[config.mk]
export PLATFORM = sky130hd
export DESIGN_NAME = hvc_divider
export DESIGN_NICKNAME = d
export VERILOG_FILES = /design/src/sv/hvc_pkg.sv /design/src/sv/hvc_divider.sv
export SDC_FILE = /design/constraint.sdc
export NUM_CORES = 1
export LEC_CHECK = 0
export BUFFER_PORTS_ARGS = -buffer_cell sky130_fd_sc_hd__buf_4
export CAP_MARGIN = 25
export CELL_PAD_IN_SITES_DETAIL_PLACEMENT = 2
export CELL_PAD_IN_SITES_GLOBAL_PLACEMENT = 2
export CORE_MARGIN = 5
export CORE_UTILIZATION = 37
export DETAILED_ROUTE_END_ITERATION = 12
export GPL_TIMING_DRIVEN = 0
export PLACE_DENSITY = 0.82
export SLEW_MARGIN = 20
export SYNTH_ARGS = -nofsm -noshare
export SYNTH_HDL_FRONTEND = slang
export SYNTH_SLANG_ARGS = --single-unit
export TNS_END_PERCENT = 20
[constraint.sdc]
create_clock -name clk -period 6.1 [get_ports clk]
set_input_delay 1.525 -clock clk [delete_from_list [all_inputs] [get_ports clk]]
set_output_delay 1.525 -clock clk [all_outputs]
set_load 0.01 [all_outputs]
[src/sv/hvc_pkg.sv]
// Shared types and constants for the heightmap terrain voxel classifier.
// Holds the configuration and result structs, the sampler state type and
// the divider request and response structs. Depends on nothing.
`timescale 1ns / 1ps

package hvc_pkg;

  localparam logic FUNC_WRITE  = 1'b0;
  localparam logic FUNC_SAMPLE = 1'b1;

  localparam logic [2:0] CFG_MAP_WIDTH     = 3'd0;
  localparam logic [2:0] CFG_MAP_DEPTH     = 3'd1;
  localparam logic [2:0] CFG_PIXEL_MIN     = 3'd2;
  localparam logic [2:0] CFG_PIXEL_MAX     = 3'd3;
  localparam logic [2:0] CFG_HEIGHT_SCALE  = 3'd4;
  localparam logic [2:0] CFG_COLUMN_HEIGHT = 3'd5;

  localparam logic [1:0] KIND_AIR   = 2'd0;
  localparam logic [1:0] KIND_GRASS = 2'd1;
  localparam logic [1:0] KIND_DIRT  = 2'd2;
  localparam logic [1:0] KIND_STONE = 2'd3;

  localparam int DIV_W      = 34;
  localparam int DIV_STEP_W = 6;
  localparam int HW         = 34;

  localparam logic [DIV_STEP_W-1:0] WRAP_STEPS = 6'd16;
  localparam logic [DIV_STEP_W-1:0] NORM_STEPS = 6'd34;

  typedef struct packed {
    logic [8:0]  map_width;
    logic [8:0]  map_depth;
    logic [7:0]  pixel_min;
    logic [7:0]  pixel_max;
    logic [15:0] height_scale;
    logic [8:0]  column_height;
  } cfg_t;

  localparam cfg_t CFG_RESET = '{
    map_width:     9'd0,
    map_depth:     9'd0,
    pixel_min:     8'd0,
    pixel_max:     8'd255,
    height_scale:  16'd16384,
    column_height: 9'd96
  };

  typedef struct packed {
    logic [1:0]  block_kind;
    logic [15:0] surface_height;
  } res_t;

  typedef struct packed {
    logic                  start;
    logic [DIV_W-1:0]      num;
    logic [8:0]            den;
    logic [DIV_STEP_W-1:0] steps;
  } div_req_t;

  typedef struct packed {
    logic             done;
    logic [DIV_W-1:0] quo;
    logic [8:0]       rem;
  } div_rsp_t;

  typedef enum logic [3:0] {
    S_IDLE, S_SM1, S_SM2, S_WX, S_WXW, S_WZ, S_WZW, S_RD,
    S_PIX, S_DIV, S_DIVW, S_ML, S_MH, S_MS, S_FIN, S_OUT
  } smp_state_t;

  // Highest allowed height in whole voxels: column height less one, with
  // zero treated as one and anything above 256 treated as 256.
  function automatic logic [7:0] col_limit(input logic [8:0] ch);
    logic [7:0] lim;
    if (ch == 9'd0) begin
      lim = 8'd0;
    end else if (ch > 9'd256) begin
      lim = 8'd255;
    end else begin
      lim = 8'(ch - 9'd1);
    end
    return lim;
  endfunction

endpackage

[src/sv/hvc_divider.sv]
// Restoring unsigned divider, one quotient bit per cycle, used for the
// coordinate wrap and the pixel normalisation. Depends on hvc_pkg.
`timescale 1ns / 1ps

module hvc_divider import hvc_pkg::*; (
  input  logic     clk,
  input  logic     rst_n,
  input  div_req_t req,
  output div_rsp_t rsp
);

  logic                  busy_r, done_r;
  logic [DIV_STEP_W-1:0] cnt_r;
  logic [DIV_W-1:0]      num_r, quo_r;
  logic [8:0]            rem_r;
  logic [9:0]            trial;
  logic                  fits;

  assign trial = {rem_r, num_r[DIV_W-1]};
  assign fits  = trial >= {1'b0, req.den};

  always_ff @(posedge clk) begin
    if (!rst_n) begin
      busy_r <= 1'b0;
      done_r <= 1'b0;
      cnt_r  <= '0;
    end else begin
      done_r <= 1'b0;
      if (req.start) begin
        busy_r <= 1'b1;
        cnt_r  <= req.steps;
      end else if (busy_r) begin
        cnt_r <= cnt_r - 1'b1;
        if (cnt_r == DIV_STEP_W'(1)) begin
          busy_r <= 1'b0;
          done_r <= 1'b1;
        end
      end
    end
  end

  always_ff @(posedge clk) begin
    if (req.start) begin
      num_r <= req.num;
      quo_r <= '0;
      rem_r <= '0;
    end else if (busy_r) begin
      num_r <= {num_r[DIV_W-2:0], 1'b0};
      quo_r <= {quo_r[DIV_W-2:0], fits};
      rem_r <= fits ? 9'(trial - {1'b0, req.den}) : trial[8:0];
    end
  end

  assign rsp.done = done_r;
  assign rsp.quo  = quo_r;
  assign rsp.rem  = rem_r;

endmodule

Word-level counts from Yosys, hierarchy flattened
Index checks and enable logic that the tools add are counted.
{ "op_classes": {"add_sub_neg": 2, "order_cmp": 1, "eq_ne": 1, "muxes": 9, "bitwise_logic": 2, "reduce_logical": 2} }
{ "op_table": {"columns": ["op", "n"], "rows": [
  ["34-bit two-way mux", 2],
  ["6-bit two-way mux", 2],
  ["10-bit by 9-bit greater-or-equal comparator with 1-bit output", 1],
  ["9-bit two-way mux", 1],
  ["9-bit subtractor", 1],
  ["6-bit by 1-bit == test with 1-bit output, second input constant", 1],
  ["6-bit by 1-bit subtractor with 6-bit output, second input constant", 1],
  ["1-bit two-way mux", 4],
  ["3-bit OR reduction", 1],
  ["1-bit NOT", 2],
  ["2-bit nonzero test", 1]
]} }
{ "word_totals": {"regBits": 85, "inputBits": 52, "out_inout_bits": 44, "elab_cells": 23} }

Depth between registers and ports, before layout
{ "depth": {"ltp_word": 4, "ltp_mapped": 10} }

Least setup slack after synthesis
Ideal clock, no wire load.
{ "synth_path": {"path_type": "input to register", "start": "input req[6] in the netlist's numbering", "end": "register rem_r[8]", "arrival_time_ns": 3.269, "setup_slack_ns": 2.704, "path_stages": 8, "n_path_buf": 0, "cell_sequence": "ha_1 inv_1 fa_1 a211oi_4 o21ai_2 a211oi_4 a2111oi_0 or3_1"} }
{ "synth_between": {"elab_chain_len": 2, "word_cells_on_any_way": 3} }
{ "synth_rtl": {"columns": ["item", "line", "text"], "rows": [
  ["from (decl)", "hvc_divider.sv:8", "input div_req_t req,"],
  ["9-bit subtractor / 10-bit by 9-bit greater-or-equal comparator with 1-bit output (equally long branches)", "hvc_divider.sv:50, hvc_divider.sv:20", null],
  ["9-bit two-way mux (*)", "hvc_divider.sv:50", "rem_r <= fits ? 9'(trial - {1'b0, req.den}) : trial[8:0];"],
  ["to (signal assigned)", "hvc_divider.sv:50", null],
  ["to (decl)", "hvc_divider.sv:15", "logic [8:0] rem_r;"]
]} }
Mark *: on every way between the ends. The rest lies on a longest branch, timed or not.
A chain may end at the register's enable or synchronous reset.

Worst setup path in the final report
{ "layout_path": {"start": "input req[6] in the netlist's numbering", "end": "register rem_r[6]"} }
The elaborated chain is that of the path after synthesis.

==> results.py <==
metrics = {
    "run_status": {
        "status": "finished clean",
    },
    "power_and_ir_drop": {
        "power_density_nw_per_um2": 247,
        "p_sw_frac": 0.277,
        "combPwrFrac": 0.181,
        "p_seq_frac": 0.531,
        "p_int_uw": 886,
        "vdd_drop_max_uv": 89.9,
        "power.switching_uw": 340,
        "clockPowerShare": 0.287,
        "p_leak_nw": 2.14,
    },
    "setup_path": {
        "reg2reg_from": "num_r[33]",
        "cp_top_family": "compound AO/OA/AOI/OAI gates",
        "worstSetupStartpoint": "req[6]",
        "critPathBufInv": 3,
        "crit_path_cell_trace": "buf_4 > ha_1 > inv_1 > fa_1 > a211oi_4 > o21ai_2 > a211oi_4 > buf_6 > mux2i_1 > a211oi_1",
        "rr_worst_depth": 10,
        "worst-path-max-fanout": 10,
        "criticalPathCategory": "in2reg",
        "cp-start-kind": "primary input",
        "cp.required_ns": 6.31,
        "path_depth": 10,
        "critical_path.endpoint_type": "flip-flop",
        "critPathArrivalTime_ns": 3.67,
        "cp_slowest_stage_delay_ns": 0.43,
        "cpMostUsedCell": "a211oi_4",
        "crit_path_top_delay_cell": "fa_1",
    },
    "sta": {
        "finalHoldViolCount": 0,
        "grt_setup_unrepaired": "no",
        "max_slew_margin": 0.452,
        "fin_crit_sh": 0.567,
        "tightest_slew_ns": 0.821,
        "drv_slew": 0,
        "finalClockSkew_ns": 0.00855,
        "tns_ns": 0,
        "finalSetupViolations": 0,
        "period_needed_ns": 3.46,
        "clock.fmax_ghz": 0.289,
    },
    "yosys": {
        "synth_nets": 404,
        "synth_cell_types": 47,
        "syn_avg_cell_area_um2": 11.5,
        "synth_flop_cell": "dfxtp_1",
        "synth_seq_cells": 85,
        "async_flop_share": 0,
        "ys_seq_area_frac": 0.522,
        "synth-edff-count": 34,
        "ys.warnings.count": 0,
        "postSynthCellCount": 340,
        "synth_area_um2": 3910,
    },
    "floorplanning": {
        "fp.dieH_um": 113,
        "start_util": 0.379,
        "die_area_um2": 12700,
        "rows": 37,
        "io_pins": 96,
        "die_w_um": 113,
        "core_area_um2": 10300,
    },
    "routing": {
        "drt-total-wl_um": 10500,
        "ant_nets": 0,
        "first_iter_violations": 95,
        "dr.pass1.iters": 4,
        "vias": 2945,
        "drt_drc_violations_left": 0,
        "via_per_inst": 5.02,
        "wl_per_cell_um": 17.9,
    },
    "job": {
        "drv_cap": 0,
    },
    "global_routing": {
        "overflow": 0,
        "grt_pass1_vias": 3355,
        "grt_max_degree": 35,
        "grtUsageTotal": 0.170,
        "antenna_found_initial": 0,
        "grt_pass1_wl_um": 17000,
    },
    "layout": {
        "stdcell_area_um2": 4960,
        "drive_above_1_share": 0.350,
        "area_delta_synth_final_pct": 26.9,
        "diodes": 0,
        "layout_common_cells": "96 x buf_4, 58 x nor2_1, 51 x dfxtp_1",
        "final_common_cell": "buf_4",
        "fillers": 1089,
        "nNetsFinal": 510,
    },
    "clocking": {
        "clock_latency_ns": 0.36,
        "cts-htree-levels": 3,
        "clock_sinks": 85,
        "cts_setup_buffers": 0,
        "cts_max_path_buffers": 2,
        "cts_resized": 0,
        "cts_root_buf": "clkbuf_8",
        "cts_tree": "built",
        "numCtsBuffers": 9,
        "postCtsHoldBufs": 0,
        "clkTransAtPathRegs_ns": 0.08,
    },
    "place": {
        "io_buffers": 95,
        "finalWeightedCongestion": 0.723,
        "dp_hpwl_um": 7860,
        "dpl_cell_area_um2": 4790,
    },
    "min_path": {
        "hold_depth": 2,
        "hp-class": "reg2reg",
        "hp-start": "quo_r[0]",
    },
}
## tightest hold or removal path: stages (launching register included)
cell and delay, ns:
dfxtp_1 0.33, nor2_1 0.09, a211oi_1 0.06
## final cells by class
cell class / instances / area [um^2] / share of cell area
timing repair buffer: 95 / 713 / 0.144
sequential: 85 / 2040 / 0.412
clock inverter: 6 / 38.8 / 0.00782
multi-input combinational: 222 / 1730 / 0.348
buffer: 20 / 91.3 / 0.0184
clock buffer: 10 / 128 / 0.0257
tap: 136 / 170 / 0.0343
inverter: 13 / 48.8 / 0.00984
## metal layers
layer,vias up,routed length [um],global-route usage
li1,1418,-,-
met3,12,610,0.0578
met2,63,5570,0.311
met1,1452,4170,0.186
met5,-,0,0
met4,0,158,0.0497
## power groups by stage
stage	logic, mW	registers, mW	clock network, mW
after floorplan	0.146	0.659	0
after global placement	0.213	0.661	0
after detailed placement	0.223	0.665	0
after CTS	0.226	0.653	0.368
after global routing	0.244	0.656	0.397
final	0.223	0.652	0.352
## kinds of logic (layout without fill, tap and decap cells)
family,Yosys count,in the layout,synth area share
AOI/OAI and AO/OA,34,34,0.0682
xor gates and xnor gates,9,9,0.0202
adders and majority gates,12,12,0.0403
buffers and inverters,33,144,0.0359
DFF,85,85,0.522
muxes,76,76,0.205
and+or+nand+nor,91,91,0.108
## synthesized netlist by cell type (all sizes together) (2+ instances only)
cell type,instances,area (um^2)
nand3,2,10.0
nor3,3,15.0
nand3b,3,22.5
o211ai,3,22.5
xor2,7,61.3
xnor2,2,17.5
ha,11,138
o21ai,2,13.8
mux2,33,372
mux2i,43,430
clkbuf,12,45.0
inv,13,48.8
a211oi,8,85.1
a21oi,9,45.0
a21o,2,15.0
buf,8,46.3
edfxtp,34,1020
dfxtp,51,1020
nand2,9,33.8
nor2,58,218
a311oi,4,35.0
nand2b,2,12.5
or2,2,12.5
nor4,2,18.8
## worst paths after layout
kind,end,slack [ns]
setup / recovery,rem_r[6],2.64
hold / removal,quo_r[0],0.52
setup reg to reg,rem_r[6],3.39
hold reg to reg,quo_r[0],0.52
## through the flow
| stage | hold WS, ns | total power [mW] | cells | utilization | setup WS [ns] |
|---|---|---|---|---|---|
| global route | 0.567 | 1.30 | 587 | 0.480 | 2.53 |
| floorplan | 0.516 | 0.804 | 340 | - | 2.70 |
| CTS | 0.526 | 1.25 | 587 | 0.480 | 2.66 |
| finish | 0.520 | 1.23 | 587 | 0.480 | 2.64 |
| detailed placement | 0.510 | 0.888 | 571 | 0.464 | 2.29 |
| global placement | 0.489 | 0.873 | 571 | 0.464 | 2.31 |
## flip-flops by register name (all words and copies together), names as in the netlist
| register | count |
|---|---|
| num_r | 34 |
| quo_r | 34 |
| rem_r | 9 |
| cnt_r | 6 |
| busy_r | 1 |
| done_r | 1 |
(Power assumes the default switching activity.)
