File: config.mk
export PLATFORM = sky130hd
export DESIGN_NAME = hvc_sampler
export DESIGN_NICKNAME = d
export VERILOG_FILES = /design/src/sv/hvc_pkg.sv /design/src/sv/hvc_sampler.sv
export SDC_FILE = /design/constraint.sdc
export NUM_CORES = 2
export LEC_CHECK = 0
export ABC_CLOCK_PERIOD_IN_PS = 10120
export BUFFER_PORTS_ARGS = -buffer_cell sky130_fd_sc_hd__buf_2
export CAP_MARGIN = 15
export CORE_MARGIN = 2
export CORE_UTILIZATION = 38
export CTS_CLUSTER_SIZE = 20
export DETAILED_ROUTE_END_ITERATION = 8
export GPL_TIMING_DRIVEN = 0
export PLACE_DENSITY = 0.65
export SKIP_LAST_GASP = 1
export SLEW_MARGIN = 30
export SYNTH_ARGS = -nofsm -noshare
export SYNTH_HDL_FRONTEND = slang
export SYNTH_SLANG_ARGS = --single-unit
File: constraint.sdc
create_clock -name clk -period 10.12 [get_ports clk]
set_clock_uncertainty 0.2 [all_clocks]
set_input_delay 2.024 -clock clk [delete_from_list [all_inputs] [get_ports clk]]
set_output_delay 2.024 -clock clk [all_outputs]
set_load 0.02 [all_outputs]
File: src/sv/hvc_pkg.sv
// Shared types and constants for the heightmap terrain voxel classifier.
// Holds the configuration and result structs, the sampler state type and
// the divider request and response structs. Depends on nothing.
`timescale 1ns / 1ps

package hvc_pkg;

  localparam logic FUNC_WRITE  = 1'b0;
  localparam logic FUNC_SAMPLE = 1'b1;

  localparam logic [2:0] CFG_MAP_WIDTH     = 3'd0;
  localparam logic [2:0] CFG_MAP_DEPTH     = 3'd1;
  localparam logic [2:0] CFG_PIXEL_MIN     = 3'd2;
  localparam logic [2:0] CFG_PIXEL_MAX     = 3'd3;
  localparam logic [2:0] CFG_HEIGHT_SCALE  = 3'd4;
  localparam logic [2:0] CFG_COLUMN_HEIGHT = 3'd5;

  localparam logic [1:0] KIND_AIR   = 2'd0;
  localparam logic [1:0] KIND_GRASS = 2'd1;
  localparam logic [1:0] KIND_DIRT  = 2'd2;
  localparam logic [1:0] KIND_STONE = 2'd3;

  localparam int DIV_W      = 34;
  localparam int DIV_STEP_W = 6;
  localparam int HW         = 34;

  localparam logic [DIV_STEP_W-1:0] WRAP_STEPS = 6'd16;
  localparam logic [DIV_STEP_W-1:0] NORM_STEPS = 6'd34;

  typedef struct packed {
    logic [8:0]  map_width;
    logic [8:0]  map_depth;
    logic [7:0]  pixel_min;
    logic [7:0]  pixel_max;
    logic [15:0] height_scale;
    logic [8:0]  column_height;
  } cfg_t;

  localparam cfg_t CFG_RESET = '{
    map_width:     9'd0,
    map_depth:     9'd0,
    pixel_min:     8'd0,
    pixel_max:     8'd255,
    height_scale:  16'd16384,
    column_height: 9'd96
  };

  typedef struct packed {
    logic [1:0]  block_kind;
    logic [15:0] surface_height;
  } res_t;

  typedef struct packed {
    logic                  start;
    logic [DIV_W-1:0]      num;
    logic [8:0]            den;
    logic [DIV_STEP_W-1:0] steps;
  } div_req_t;

  typedef struct packed {
    logic             done;
    logic [DIV_W-1:0] quo;
    logic [8:0]       rem;
  } div_rsp_t;

  typedef enum logic [3:0] {
    S_IDLE, S_SM1, S_SM2, S_WX, S_WXW, S_WZ, S_WZW, S_RD,
    S_PIX, S_DIV, S_DIVW, S_ML, S_MH, S_MS, S_FIN, S_OUT
  } smp_state_t;

  // Highest allowed height in whole voxels: column height less one, with
  // zero treated as one and anything above 256 treated as 256.
  function automatic logic [7:0] col_limit(input logic [8:0] ch);
    logic [7:0] lim;
    if (ch == 9'd0) begin
      lim = 8'd0;
    end else if (ch > 9'd256) begin
      lim = 8'd255;
    end else begin
      lim = 8'(ch - 9'd1);
    end
    return lim;
  endfunction

endpackage

File: src/sv/hvc_sampler.sv
// Sample sequencer: wraps the coordinates, reads and normalises the four
// neighbour pixels, blends them and classifies the voxel.
// Depends on hvc_pkg; drives hvc_pixel_mem reads and hvc_divider.
`timescale 1ns / 1ps

module hvc_sampler import hvc_pkg::*; #(
  parameter int MAP_COLS_MAX = 256,
  parameter int MAP_ROWS_MAX = 256,
  localparam int ADDR_W = $clog2(MAP_COLS_MAX * MAP_ROWS_MAX)
) (
  input  logic                clk,
  input  logic                rst_n,
  input  cfg_t                cfg,
  input  logic                start,
  input  logic signed [23:0]  sample_x,
  input  logic signed [23:0]  sample_z,
  input  logic signed [15:0]  sample_y,
  output logic                idle,
  output logic                res_valid,
  output res_t                res,
  input  logic                res_take,
  output logic                mem_re,
  output logic [ADDR_W-1:0]   mem_raddr,
  input  logic [7:0]          mem_rdata,
  output div_req_t            div_req,
  input  div_rsp_t            div_rsp
);

  localparam logic [12:0] COLS_L = 13'(MAP_COLS_MAX);
  localparam logic [12:0] ROWS_L = 13'(MAP_ROWS_MAX);

  smp_state_t state_r, state_nxt;

  logic signed [15:0] xi_r, zi_r, y_r;
  logic [7:0]         fx_r, fz_r;
  logic [15:0]        sqx_r, sqz_r;
  logic [23:0]        sx_r, sz_r;
  logic [8:0]         x0_r, x1_r, z0_r, z1_r;
  logic [1:0]         k_r, bsel_r;
  logic signed [25:0] p_r;
  logic signed [HW-1:0] h_r [4];
  logic signed [HW-1:0] a_r, b_r, hf_r;
  logic signed [43:0] plo_r, phi_r;
  res_t               res_r;

  logic [8:0]  w_eff, d_eff;
  logic        no_map, rng_ok;
  logic [7:0]  rng8;
  logic [15:0] xabs, zabs;
  logic        wneg;
  logic [8:0]  wmod, wrap, wrap_nx;
  logic [9:0]  wrap_inc;
  logic [9:0]  tx, tz;
  logic signed [8:0]  dpix;
  logic signed [25:0] pval;
  logic signed [35:0] nval;
  logic [35:0]        nabs;
  logic signed [HW-1:0] hpix;
  logic signed [34:0] diff;
  logic signed [HW-1:0] base;
  logic [23:0]        wt;
  logic signed [18:0] mop;
  logic signed [43:0] prod;
  logic signed [61:0] full, rnd;
  logic signed [HW-1:0] val;
  logic [7:0]         lim;
  logic signed [HW-1:0] hmax;
  logic [23:0]        hc;
  logic [15:0]        hq;
  logic signed [25:0] ys, hy;
  logic [1:0]         kind;
  logic [8:0]         rd_col, rd_row;

  assign w_eff  = ({4'b0, cfg.map_width} > COLS_L) ? 9'(MAP_COLS_MAX) : cfg.map_width;
  assign d_eff  = ({4'b0, cfg.map_depth} > ROWS_L) ? 9'(MAP_ROWS_MAX) : cfg.map_depth;
  assign no_map = (w_eff == 9'd0) || (d_eff == 9'd0);
  assign rng_ok = cfg.pixel_max > cfg.pixel_min;
  assign rng8   = cfg.pixel_max - cfg.pixel_min;

  assign xabs = xi_r[15] ? (~xi_r + 16'd1) : xi_r;
  assign zabs = zi_r[15] ? (~zi_r + 16'd1) : zi_r;

  // Floor modulo: a negative coordinate with a non-zero remainder folds back.
  assign wneg     = (state_r == S_WXW) ? xi_r[15] : zi_r[15];
  assign wmod     = (state_r == S_WXW) ? w_eff : d_eff;
  assign wrap     = (wneg && div_rsp.rem != 9'd0) ? wmod - div_rsp.rem : div_rsp.rem;
  assign wrap_inc = {1'b0, wrap} + 10'd1;
  assign wrap_nx  = (wrap_inc == {1'b0, wmod}) ? 9'd0 : wrap_inc[8:0];

  assign tx = 10'd768 - {1'b0, fx_r, 1'b0};
  assign tz = 10'd768 - {1'b0, fz_r, 1'b0};

  assign dpix = $signed({1'b0, mem_rdata}) - $signed({1'b0, cfg.pixel_min});
  assign pval = dpix * $signed({1'b0, cfg.height_scale});
  assign nval = {p_r[25], p_r, 9'b0} + {28'b0, rng8};
  assign nabs = nval[35] ? (~nval + 36'd1) : nval;
  assign hpix = nval[35]
    ? -$signed(div_rsp.quo + DIV_W'(div_rsp.rem != 9'd0))
    : $signed(div_rsp.quo);

  always_comb begin
    case (bsel_r)
      2'd0: begin
        diff = 35'(h_r[1]) - 35'(h_r[0]);
        base = h_r[0];
        wt   = sx_r;
      end
      2'd1: begin
        diff = 35'(h_r[3]) - 35'(h_r[2]);
        base = h_r[2];
        wt   = sx_r;
      end
      default: begin
        diff = 35'(b_r) - 35'(a_r);
        base = a_r;
        wt   = sz_r;
      end
    endcase
  end

  assign mop  = (state_r == S_ML) ? $signed({1'b0, diff[17:0]})
                                  : $signed({{2{diff[34]}}, diff[34:18]});
  assign prod = mop * $signed({1'b0, wt});
  assign full = $signed({phi_r, 18'b0}) + 62'(plo_r);
  assign rnd  = (full + 62'sd8388608) >>> 24;
  assign val  = base + rnd[HW-1:0];

  assign lim  = col_limit(cfg.column_height);
  assign hmax = $signed({10'b0, lim, 16'b0});
  assign hc   = hf_r[HW-1] ? 24'd0 : ((hf_r > hmax) ? hmax[23:0] : hf_r[23:0]);
  assign hq   = 16'(({1'b0, hc} + 25'd128) >> 8);
  assign ys   = 26'($signed({y_r, 8'b0}));
  assign hy   = $signed({10'b0, hq});

  always_comb begin
    if (ys > hy) begin
      kind = KIND_AIR;
    end else if (ys > hy - 26'sd256) begin
      kind = KIND_GRASS;
    end else if (ys > hy - 26'sd1280) begin
      kind = KIND_DIRT;
    end else begin
      kind = KIND_STONE;
    end
  end

  always_comb begin
    state_nxt = state_r;
    case (state_r)
      S_IDLE: begin
        if (start) begin
          state_nxt = no_map ? S_FIN : S_SM1;
        end
      end
      S_SM1:  state_nxt = S_SM2;
      S_SM2:  state_nxt = S_WX;
      S_WX:   state_nxt = S_WXW;
      S_WXW: begin
        if (div_rsp.done) begin
          state_nxt = S_WZ;
        end
      end
      S_WZ:   state_nxt = S_WZW;
      S_WZW: begin
        if (div_rsp.done) begin
          state_nxt = S_RD;
        end
      end
      S_RD:   state_nxt = S_PIX;
      S_PIX: begin
        if (rng_ok) begin
          state_nxt = S_DIV;
        end else begin
          state_nxt = (k_r == 2'd3) ? S_ML : S_RD;
        end
      end
      S_DIV:  state_nxt = S_DIVW;
      S_DIVW: begin
        if (div_rsp.done) begin
          state_nxt = (k_r == 2'd3) ? S_ML : S_RD;
        end
      end
      S_ML:   state_nxt = S_MH;
      S_MH:   state_nxt = S_MS;
      S_MS:   state_nxt = (bsel_r == 2'd2) ? S_FIN : S_ML;
      S_FIN:  state_nxt = S_OUT;
      S_OUT: begin
        if (res_take) begin
          state_nxt = S_IDLE;
        end
      end
      default: state_nxt = S_IDLE;
    endcase
  end

  always_comb begin
    rd_col    = k_r[0] ? x1_r : x0_r;
    rd_row    = k_r[1] ? z1_r : z0_r;
    idle      = state_r == S_IDLE;
    res_valid = state_r == S_OUT;
    mem_re    = state_r == S_RD;
    mem_raddr = ADDR_W'(rd_row) * ADDR_W'(MAP_COLS_MAX) + ADDR_W'(rd_col);
    div_req   = '0;
    case (state_r)
      S_WX: begin
        div_req.start = 1'b1;
        div_req.num   = {xabs, 18'b0};
        div_req.den   = w_eff;
        div_req.steps = WRAP_STEPS;
      end
      S_WZ: begin
        div_req.start = 1'b1;
        div_req.num   = {zabs, 18'b0};
        div_req.den   = d_eff;
        div_req.steps = WRAP_STEPS;
      end
      S_DIV: begin
        div_req.start = 1'b1;
        div_req.num   = nabs[DIV_W-1:0];
        div_req.den   = {rng8, 1'b0};
        div_req.steps = NORM_STEPS;
      end
      S_WXW, S_WZW, S_DIVW: begin
        div_req.den = (state_r == S_DIVW) ? {rng8, 1'b0}
                    : ((state_r == S_WXW) ? w_eff : d_eff);
      end
      default: div_req = '0;
    endcase
  end

  always_ff @(posedge clk) begin
    if (!rst_n) begin
      state_r <= S_IDLE;
    end else begin
      state_r <= state_nxt;
    end
  end

  always_ff @(posedge clk) begin
    case (state_r)
      S_IDLE: begin
        if (start) begin
          xi_r   <= sample_x[23:8];
          fx_r   <= sample_x[7:0];
          zi_r   <= sample_z[23:8];
          fz_r   <= sample_z[7:0];
          y_r    <= sample_y;
          k_r    <= 2'd0;
          bsel_r <= 2'd0;
          hf_r   <= '0;
        end
      end
      S_SM1: begin
        sqx_r <= fx_r * fx_r;
        sqz_r <= fz_r * fz_r;
      end
      S_SM2: begin
        sx_r <= 24'(sqx_r * tx);
        sz_r <= 24'(sqz_r * tz);
      end
      S_WXW: begin
        if (div_rsp.done) begin
          x0_r <= wrap;
          x1_r <= wrap_nx;
        end
      end
      S_WZW: begin
        if (div_rsp.done) begin
          z0_r <= wrap;
          z1_r <= wrap_nx;
        end
      end
      S_PIX: begin
        p_r <= pval;
        if (!rng_ok) begin
          h_r[k_r] <= '0;
          k_r      <= k_r + 2'd1;
        end
      end
      S_DIVW: begin
        if (div_rsp.done) begin
          h_r[k_r] <= hpix;
          k_r      <= k_r + 2'd1;
        end
      end
      S_ML: plo_r <= prod;
      S_MH: phi_r <= prod;
      S_MS: begin
        case (bsel_r)
          2'd0:    a_r  <= val;
          2'd1:    b_r  <= val;
          default: hf_r <= val;
        endcase
        bsel_r <= bsel_r + 2'd1;
      end
      S_FIN: begin
        res_r.block_kind     <= kind;
        res_r.surface_height <= hq;
      end
      default: ;
    endcase
  end

  assign res = res_r;

endmodule

### After elaboration in Yosys (flattened, before gate mapping)

Memory sizes are Yosys's and may differ from the RTL's.
Index checks and enable logic that the tools add are counted.

| operators by class | value |
|---|---|
| $add $sub $neg | 25 |
| $mul | 6 |
| divide/modulo/power cells | 0 |
| $lt $le $gt $ge | 8 |
| eq/ne operators | 26 |
| shift operators | 0 |
| mux-type cells | 51 |
| bitwise gates (word level) | 4 |
| reduce and logical (&&, ||, !) cells | 23 |

Operator list:

| kind | number |
|---|---|
| $mux 34 | 5 |
| $pmux 34 s2 | 2 |
| $pmux 35 s3 | 1 |
| $sub 34x34->35 | 3 |
| $gt 24x17->1 | 3 |
| $mux 24 | 3 |
| $pmux 35 s2 | 1 |
| $pmux 4 s16 | 1 |
| $mux 9 | 7 |
| $add 58x25->58 const B | 1 |
| $add 58x44->58 | 1 |
| $mul 16x10->24 | 2 |
| $mul 19x25->44 | 1 |
| $add 35x9->36 | 1 |
| $pmux 9 s4 | 1 |
| $add 34x1->34 | 1 |
| $add 34x1->34 const B | 1 |
| $add 34x34->34 | 1 |
| $gt 34x25->1 | 1 |
| $neg 34->34 | 1 |
| $not 34->34 | 1 |
| $add 16x1->16 const B | 2 |
| $eq 4x4->1 const B | 8 |
| $mul 8x8->16 | 2 |
| other kinds (48) | 92 |

| storage, ports and cells | value |
|---|---|
| bits in registers | 416 |
| latch bits | 0 |
| RAM bits | 136 |
| bits in read-only memories | 0 |
| input bits | 179 |
| output and inout port bits | 87 |
| word-level logic and storage cells | 169 |
| memories kept | 1 |

Memories:

| memory | depth | width | read ports | clocked after Yosys merged registers in | wr ports | line | RTL |
|---|---|---|---|---|---|---|---|
| h_r | 4 | 34 | 4 | 0 | 1 | hvc_sampler.sv:41 | `logic signed [HW-1:0] h_r [4];` |

### Logic depth before layout (Yosys ltp)

| depth | value |
|---|---|
| depth after elaboration | 11 |
| mapped depth | 40 |
| gate-level depth less buffers | 39 |

### Worst setup path before layout

OpenSTA, ideal clock, no wires.

| path | value |
|---|---|
| kind | flip-flop to flip-flop |
| start point | memory h_r[3][2] |
| end point | register plo_r[42], data pin |
| library setup time | 0.265 ns |
| arrival | 9.493 ns |
| required time | 9.655 ns |
| setup slack | 0.162 ns |
| stages on the path, launching flop included | 38 |
| path buffers | 1 |
| period minus slack after synthesis | 9.958 ns |
| path through | edfxtp_1 -> ha_1 -> nor2b_1 -> o31ai_1 -> a211oi_1 -> o311ai_0 -> a21oi_1 -> or2_2 -> a31oi_1 -> xnor2_1 -> nor4_1 -> nor3_1 -> clkbuf_1 -> nand2_1 -> fa_1 -> inv_1 -> fa_1 -> inv_1 -> [2 not listed] -> fa_1 -> inv_1 -> fa_1 -> inv_1 -> fa_1 -> fa_1 -> ha_1 -> a21o_1 -> a21o_1 -> a21oi_1 -> nand2b_1 -> o21ai_0 -> o21a_1 -> o22ai_1 -> or4b_2 -> a31oi_1 -> o21ai_0 -> xor2_1 |

RTL lines:

| item | line | RTL |
|---|---|---|
| start, declared | hvc_sampler.sv:41 |  |
| end signal, assigned | hvc_sampler.sv:286 | `S_ML: plo_r <= prod;` |
| end, declared | hvc_sampler.sv:43 | `logic signed [43:0] plo_r, phi_r;` |

### Worst setup path in the final report

| path | value |
|---|---|
| start point | register bsel_r[0] |
| end point | register plo_r[42], data pin |

| on the way | value |
|---|---|
| longest elaborated chain between the ends | 4 |
| elaborated cells on any way between the ends | 7 |
| those cells by class | mul (1); eq/ne (1); mux (3); reduce/logical (2) |

Ends and longest elaborated chain:

| item | line | RTL |
|---|---|---|
| start, declared | hvc_sampler.sv:39 | `logic [1:0] k_r, bsel_r;` |
| start signal, assigned | hvc_sampler.sv:294 | `bsel_r <= bsel_r + 2'd1;` |
| $eq 2x1->1 / $logic_not 2->1 (equally long branches) | hvc_sampler.sv:102 | `case (bsel_r)` |
| $pmux 35 s2 / $reduce_or 2->1 (equally long branches) | n/a |  |
| $mux 19 / $mux 24 (equally long branches) | hvc_sampler.sv:121, hvc_sampler.sv:102 |  |
| $mul 19x25->44 * | hvc_sampler.sv:123 | `assign prod = mop * $signed({1'b0, wt});` |
| net prod[42] | hvc_sampler.sv:63 | `logic signed [43:0] prod;` |

Mark *: on every way through the listed nets, which the timed path passes. The rest lies on a longest branch.
A chain may end at the register's enable or synchronous reset.

==> results_dict.tcl <==
set metrics [dict create \
    cts_root_buf "clkbuf_16" \
    cp_max_fo 10 \
    final_area_um2 75200 \
    dpl.cell_count 9555 \
    dp_hpwl_mm 167 \
    fin_tns_setup_ns -0.0941 \
    maxClockFrequency_mhz 97.9 \
    slew_headroom_pct 22.8 \
    via_per_inst 5.43 \
    postPlaceCellArea_um2 70500 \
    grt_pass1_wl_mm 310 \
    numCtsBuffers 60 \
    min_period_ns 10.21 \
    critPathArrivalTime_ns 10.43 \
    dr.first_iter.drc_count 4642 \
    wire_per_inst_um 21.0 \
    grt_max_degree 37 \
    worstSkewPairLatency_ns 0.69 \
    htreeDepth 2 \
    cts.reportedPaths.clkPinSlew_ns 0.06 \
    cts_tree "built" \
    slowest_stage "or4b_4" \
    async_reset_ff_share_pct 0 \
    path_class "reg -> reg" \
    place_congestion 1.03 \
    yosysSeqAreaShare_pct 24.0 \
    rsz0062_at_grt "true" \
    tightestPinTransition_ns 1.16 \
    drcViolationCount 0 \
    synth-xor-area-share_pct 5.39 \
    regArea_um2 15800 \
    end_kind "flip-flop" \
    start_util_pct 38.3 \
    ioPinCount 266 \
    final_layout_size_suffix_gt1_share_pct 11.3 \
    slowest_delay_ns 0.58 \
    synth_top_family_by_area "adder cells" \
    io_buffers 254 \
    synthDistinctLibCells 86 \
    ctsHoldBuffers 0 \
    area_growth_pct 14.3 \
    antenna_found_initial 36 \
    grt-ovfl-total 0 \
    setup_viol 2 \
    syn-cell-area_um2 65800 \
    synthAdderAreaFrac_pct 35.2 \
    cts.sinks 528 \
    syn_inst 6964 \
    status "finished with violations" \
    critPathRequiredTime_ns 10.33 \
    synth.mux.area_fraction_pct 1.30 \
    finalCritPeriodShare_pct 101 \
    finalWorstSetupSlack_ns -0.0932 \
    row_count 152 \
    multiInputGateArea_um2 46800 \
    ys_warn_count 0 \
    die_y_um 420 \
    synth_edf_count 524 \
    vias 53000 \
    maxCapViolCount 0 \
    crit_path_start_kind "flip-flop" \
    place_ws_ns -2.65 \
    grt_pass1_vias 53000 \
    synth-main-ff-cell "edfxtp_1" \
    dieArea_um2 176000 \
    nNetsFinal 8991 \
    synth-compound-area-share_pct 11.9 \
    stdcell_count 9768 \
    syn_area_per_cell_um2 9.45 \
    violations "negative setup slack" \
    dr.pass1.iters 8 \
    finalHoldViolations 0 \
    wl_mm 205 \
    postRouteAntennaNets 0 \
    cts.path.max_buffers 3 \
    synthSimpleGateAreaFrac_pct 14.7 \
    n_fill_cell 16500 \
    die_w_um 420 \
    maxSlewViolCount 0 \
    grt_usage_pct 22.9 \
    ys_ff_latch 528 \
    path_common_cell "fa_1" \
    hold_class "reg -> reg" \
    coreArea_um2 172000 \
]
[kinds of logic after synthesis]
| kind of cell | after synthesis |
|---|---|
| other | 1 |
| buffers and inverters | 1298 |
| xor gates and xnor gates | 405 |
| adders and majority gates | 1436 |
| AOI/OAI and AO/OA | 1195 |
| muxes | 83 |
| and+or+nand+nor | 2018 |
| DFF | 528 |
[metrics by stage]
step | hold slack [ns] | utilization, %
6_report | 0.424 | 43.8
5_1_grt | 0.449 | 43.8
4_1_cts | 0.404 | 42.9
3_5_place_dp | 0.389 | 41.0
3_3_place_gp | 0.383 | 40.7
2_1_floorplan | 0.343 | -
[final timing paths]
kind,start,cells after the start,endpoint,slack [ns]
min,bsel_r[0],1,bsel_r[0],0.42
max reg2reg,bsel_r[0],32,plo_r[42],-0.09
max,bsel_r[0],32,plo_r[42],-0.09
min reg2reg,bsel_r[0],1,bsel_r[0],0.42
[sequential cells by signal, indices dropped and copies added, names as in the netlist, 9 cells and up]
name   count
p_r       26
sqx_r     15
a_r       34
zi_r      16
y_r       16
sx_r      23
h_r      136
hf_r      34
sz_r      23
xi_r      16
phi_r     39
sqz_r     15
plo_r     25
b_r       34
x0_r       9
res       18
x1_r       9
[synth_stat cells (10+ instances only)]
cell type	instances	area [um2]
nand2_1	718	2700
and4_1	14	123
nor2b_1	64	400
nand3b_1	10	75.1
a211oi_1	50	375
clkbuf_1	203	762
xor2_1	132	1160
a41oi_1	21	184
and3_1	47	294
buf_1	30	113
o22ai_1	15	93.8
o21ai_0	262	1310
o41ai_1	16	140
o31a_1	13	114
o21a_1	62	465
or3_1	22	138
xnor2_1	273	2390
nor3b_1	14	105
edfxtp_1	524	15700
and2_1	286	1790
a221oi_1	16	140
o31ai_1	35	263
nand2b_1	92	576
ha_1	743	9300
mux2i_1	66	661
nor4_1	34	213
fa_1	693	13900
nor3_1	118	591
nand3_1	145	726
nor2_1	379	1420
nand4_1	36	225
a21boi_0	14	105
a2111oi_0	12	105
a21o_1	143	1070
o21bai_1	39	293
a31oi_1	30	188
or2_2	17	106
inv_1	1056	3960
a22oi_1	49	368
mux2_2	17	191
o211ai_1	25	188
a21oi_1	292	1460
[worst max-delay path, delay by kind of cell, from the launching register on]
family / cells / cell delay (ns)
XOR/XNOR: 1 / 0.20
flip-flops: 1 / 0.39
buffers and inverters: 8 / 1.90
adder cells (fa/ha/maj): 9 / 4.06
AO/OA/AOI/OAI: 8 / 1.31
AND/OR/NAND/NOR: 6 / 1.80
[cell usage in the layout, fill, tap and decap left out, types with 36 or more instances in the layout]
master     count
a22oi_1       49
edfxtp_1     524
and3_1        46
clkbuf_2      42
nand2_1      716
nor3_1       111
clkbuf_1     130
clkbuf_16     65
a21oi_1      266
nand2b_1      91
nand4_1       36
o21bai_1      37
nor2b_1       61
xnor2_1      262
mux2i_1       52
a21o_1       142
xor2_1       127
and2_1       281
buf_4         81
a211oi_1      38
fa_1         678
nand3_1      141
o21ai_0      234
buf_2        263
nor2_1       366
inv_1       1051
o21a_1        58
ha_1         708
[per-layer routing]
| layer | global-route usage, % | part of all wire, % | vias up |
|---|---|---|---|
| li1 | - | - | 24300 |
| met1 | 29.8 | 41 | 26100 |
| met2 | 37.1 | 45 | 2100 |
| met3 | 3.29 | 7.6 | 501 |
| met4 | 11.7 | 6.2 | 12 |
| met5 | 0 | 0.040 | - |
[cell type report]
class                           count  share of cell area [%]
Tap cell                         2310                    3.84
Antenna cell                       30                  0.0998
Sequential cell                   528                    21.0
Clock buffer                       66                    2.08
Inverter                         1060                    5.29
Buffer                            234                    1.62
Multi-Input combinational cell   5140                    62.3
Clock inverter                     48                   0.769
Timing Repair Buffer              352                    2.99
[what timing repair did]
action / CTS / global route
buffers inserted: 28 / 42
cloned: 0 / 3
resized for setup: 213 / 273
setup endpoints to repair: 53 / 40
pin swaps: 30 / 135
Power is left out: the tool's default activity adds up to more than one toggle a clock period on the data nets, which glitch-free logic cannot reach.
